## src/hdl/plc_div.sv

```systemverilog
// Pipelined restoring divider: (num << FRAC_BITS) / den, one quotient bit per stage.
module plc_div #(
    parameter int LW        = 21,
    parameter int FRAC_BITS = 16,
    parameter int QW        = LW + FRAC_BITS
) (
    input  logic          i_clk,
    input  logic          i_en,
    input  logic [LW-1:0] i_num,
    input  logic [LW-1:0] i_den,
    output logic [QW-1:0] o_quot
);
    logic [LW-1:0] r_rem [0:QW];
    logic [QW-1:0] r_dq  [0:QW];
    logic [LW-1:0] r_d   [0:QW];

    // load scaled dividend
    always_ff @(posedge i_clk) begin
        if (i_en) begin
            r_rem[0] <= '0;
            r_dq[0]  <= {i_num, {FRAC_BITS{1'b0}}};
            r_d[0]   <= i_den;
        end
    end

    for (genvar k = 1; k <= QW; k++) begin : g_step
        logic [LW:0] t;
        logic [LW:0] diff;
        logic        ge;
        assign t    = {r_rem[k-1], r_dq[k-1][QW-1]};
        assign diff = t - {1'b0, r_d[k-1]};
        assign ge   = t >= {1'b0, r_d[k-1]};
        always_ff @(posedge i_clk) begin
            if (i_en) begin
                r_rem[k] <= ge ? diff[LW-1:0] : t[LW-1:0];
                r_dq[k]  <= {r_dq[k-1][QW-2:0], ge};
                r_d[k]   <= r_d[k-1];
            end
        end
    end

    assign o_quot = r_dq[QW];
endmodule

```

## config.mk

```make
export PLATFORM = sky130hd
export DESIGN_NAME = plc_div
export DESIGN_NICKNAME = d
export VERILOG_FILES = /design/src/hdl/plc_div.sv
export SDC_FILE = /design/constraint.sdc
export NUM_CORES = 2
export LEC_CHECK = 0
export BUFFER_PORTS_ARGS = -buffer_cell sky130_fd_sc_hd__buf_2
export CAP_MARGIN = 10
export CORE_MARGIN = 3
export CORE_UTILIZATION = 43
export DETAILED_ROUTE_END_ITERATION = 16
export PLACE_DENSITY = 0.62
export RECOVER_POWER = 25
export SLEW_MARGIN = 20
export SYNTH_ARGS = -nofsm -noshare
export SYNTH_HDL_FRONTEND = slang
export SYNTH_SLANG_ARGS = --single-unit
export TNS_END_PERCENT = 20
```

## constraint.sdc

```tcl
create_clock -name i_clk -period 9.8 [get_ports i_clk]
set_input_delay 1.47 -clock i_clk [delete_from_list [all_inputs] [get_ports i_clk]]
set_output_delay 1.47 -clock i_clk [all_outputs]
set_load 0.01 [all_outputs]
```

==> results.py <==
metrics = {
    "status": {
        "outcome": "complete, no violations",
    },
    "setup_path": {
        "worstPathArrival_ns": 4.70,
        "cp-start-kind": "flop",
        "worstPathRequired_ns": 10.41,
        "cp_max_fo": 21,
        "reg2reg_from": "r_dq[1][258]",
        "path_class": "flop to flop",
        "critPathLaunch": "r_dq[1][258]",
        "cp-end-kind": "flop",
    },
    "synth": {
        "synthArstFlopShare_pct": 0,
        "synth_top_flop_cell": "edfxtp_1",
        "synth_cells": 9408,
        "syn-num-nets": 10200,
        "synth_commonest_cells": "edfxtp_1, inv_1, ha_1, a21oi_1, nand2_1",
        "syn-cell-area_um2": 121000,
        "synth-edff-count": 2467,
        "avgSynthCellArea_um2": 12.8,
        "postSynthRegisterBits": 2467,
        "synth_top_area_share_pct": 61.5,
        "yosysTopAreaCell": "edfxtp_1",
        "synthTopCellsByArea": "edfxtp_1, ha_1, a21oi_1, inv_1, xnor2_1",
        "synth_most_common_cell": "edfxtp_1",
        "seq_area_frac_synth_pct": 61.5,
        "synthAdderAreaFrac_pct": 8.44,
        "synth_cell_types": 94,
        "synth_top_family_by_area": "compound AO/OA/AOI/OAI gates",
        "synth-simple-area-share_pct": 7.17,
        "ys_warn_count": 0,
        "synthMuxAreaShare_pct": 3.06,
        "synth_compound_area_share_pct": 11.5,
        "synth_xor_area_share_pct": 4.43,
    },
    "grt": {
        "grt_antenna_before_repair": 5,
        "grt_use_total_pct": 16.7,
        "grt_max_degree": 177,
        "grt_pass1_vias": 70800,
        "grt.overflow.total": 0,
        "grt_pass1_wl_mm": 389,
    },
    "cts": {
        "cts-root-buf": "clkbuf_16",
        "clkSlewWorstSetupHoldPaths_ns": 0.06,
        "cts_sinks": 2467,
        "cts_setup_buffers": 0,
        "cts_hold_buf": 0,
        "cts_tree": "built",
        "numCtsBuffers": 281,
        "clock_path_buffers": 4,
        "cts_resized": 0,
        "cts_max_level": 5,
        "worstSkewPairLatency_ns": 0.87,
    },
    "sta": {
        "rsz0062_at_grt": "false",
        "fin_crit_sh_pct": 41.7,
        "tns_ns": 0,
        "fmax_ghz": 0.245,
        "hold_violations": 0,
        "tightestPinTransition_ns": 1.11,
        "finalSetupViolations": 0,
        "finalCriticalPeriod_ns": 4.09,
        "slew_headroom_pct": 26.3,
        "slew_violations": 0,
        "fin_skew_ns": 0.0368,
    },
    "route": {
        "drt_iter0_markers": 5632,
        "viasPerCell": 5.29,
        "drt-total-wl_mm": 245,
        "vias": 71700,
        "avgRoutedWirePerCell_um": 18.1,
        "first_pass_iters": 5,
        "drc": 0,
        "ant_nets": 0,
    },
    "pwr": {
        "power_mw": 42.8,
        "power_density_nw_per_um2": 319,
        "leakage_nw": 52.6,
        "vdd_ir_drop_max_v": 0.000131,
    },
    "floorplanning": {
        "pin_count": 81,
        "die_y_um": 535,
        "start_util_pct": 43.4,
        "die-area_um2": 287000,
        "core_area_um2": 278000,
        "die_w_um": 535,
        "rows": 193,
    },
    "hold_path": {
        "hold_start": "r_dq[4][155]",
        "min_path_type": "flop to flop",
    },
    "cells_and_area": {
        "area_growth_syn_to_layout_pct": 11.2,
        "fillers": 24300,
        "multi_input_area_um2": 41800,
        "fin_area_um2": 134000,
        "seqCellArea_um2": 74100,
        "fin_util_pct": 48.3,
        "nNetsFinal": 10400,
        "drive_gt1_share_pct": 9.48,
    },
    "placed_design": {
        "dpl-instance-area_um2": 125000,
        "place_congestion": 0.912,
        "post-dp-hpwl_mm": 174,
        "port_buffers": 80,
    },
    "job": {
        "drv_cap": 0,
    },
}
## logic make-up (layout without fill, tap and decap cells)
| logic type | after synthesis | in the layout |
|---|---|---|
| other | 0 | 2 |
| muxes | 324 | 324 |
| and+or+nand+nor | 1807 | 1807 |
| xor gates and xnor gates | 609 | 609 |
| adders and majority gates | 792 | 792 |
| AOI/OAI and AO/OA | 2232 | 2232 |
| DFF | 2467 | 2467 |
| buffers and inverters | 1177 | 1605 |
## flip-flops by register name, indices dropped and copies added, names as in the netlist
register / cells
r_d: 777
r_dq: 934
r_rem: 756
## cells in the final DEF, fill, tap and decap left out, types with 90 or more instances in the layout
cell,synthesis,routed
clkbuf_16,0,285
o21a_1,102,102
nor2b_1,108,108
xor2_1,232,232
mux2_2,285,285
nand2_1,521,521
nand3_1,134,134
a21o_1,314,314
o21ai_0,483,483
ha_1,757,757
nor2_1,506,505
a21oi_1,743,742
nor3_1,98,98
inv_1,960,960
o21bai_1,90,90
nand2b_1,96,96
edfxtp_1,2467,2467
xnor2_1,377,377
## path summary, 6_finish.rpt
path / to / slack (ns) / cells past startpoint
setup reg to reg: r_rem[15][1] / 5.71 / 13
setup / recovery: r_rem[15][1] / 5.71 / 13
hold reg to reg: r_dq[4][193] / 0.40 / 0
hold / removal: r_dq[4][193] / 0.40 / 0
## power by group
| group | switching (mW) | internal (mW) | total, mW |
|---|---|---|---|
| combinational | 9.15 | 7.24 | 16.4 |
| sequential | 1.40 | 14.9 | 16.3 |
| clock | 4.26 | 5.87 | 10.1 |
## worst max-delay path: stages, from the launching register on
cell and delay (ns):
edfxtp_1 0.36, inv_1 0.08, ha_1 0.17, inv_1 0.07, fa_1 0.39, a21o_1 0.18
a21oi_1 0.26, o21bai_1 0.10, a21oi_1 0.28, o221ai_1 0.33, a21oi_1 0.37, o21a_1 0.53
buf_4 0.34, mux2_2 0.37
## stage by stage
| stage | std cells | hold slack, ns | setup WS [ns] |
|---|---|---|---|
| final | 13500 | 0.400 | 5.71 |
| after global routing | 13500 | 0.407 | 5.32 |
| after CTS | 13500 | 0.386 | 5.73 |
| after detailed placement | 13000 | 0.405 | 5.68 |
| after global placement | 13000 | 0.401 | 5.76 |
| after floorplan | 9408 | 0.400 | 6.61 |
## layer usage
metal | GRT usage [%] | wire [um]
met5 | 0 | 0
met4 | 5.21 | 7260
met3 | 2.08 | 10400
met2 | 27.7 | 115000
met1 | 23.0 | 112000
## cell type report
cell class	count	area share, %
Inverter	960	2.69
Antenna cell	2	0.00373
Timing Repair Buffer	136	0.717
Clock inverter	185	1.22
Clock buffer	324	5.43
Multi-Input combinational cell	5764	31.2
Tap cell	3705	3.46
Sequential cell	2467	55.3
Note: power is estimated with default switching activity, not from simulation.
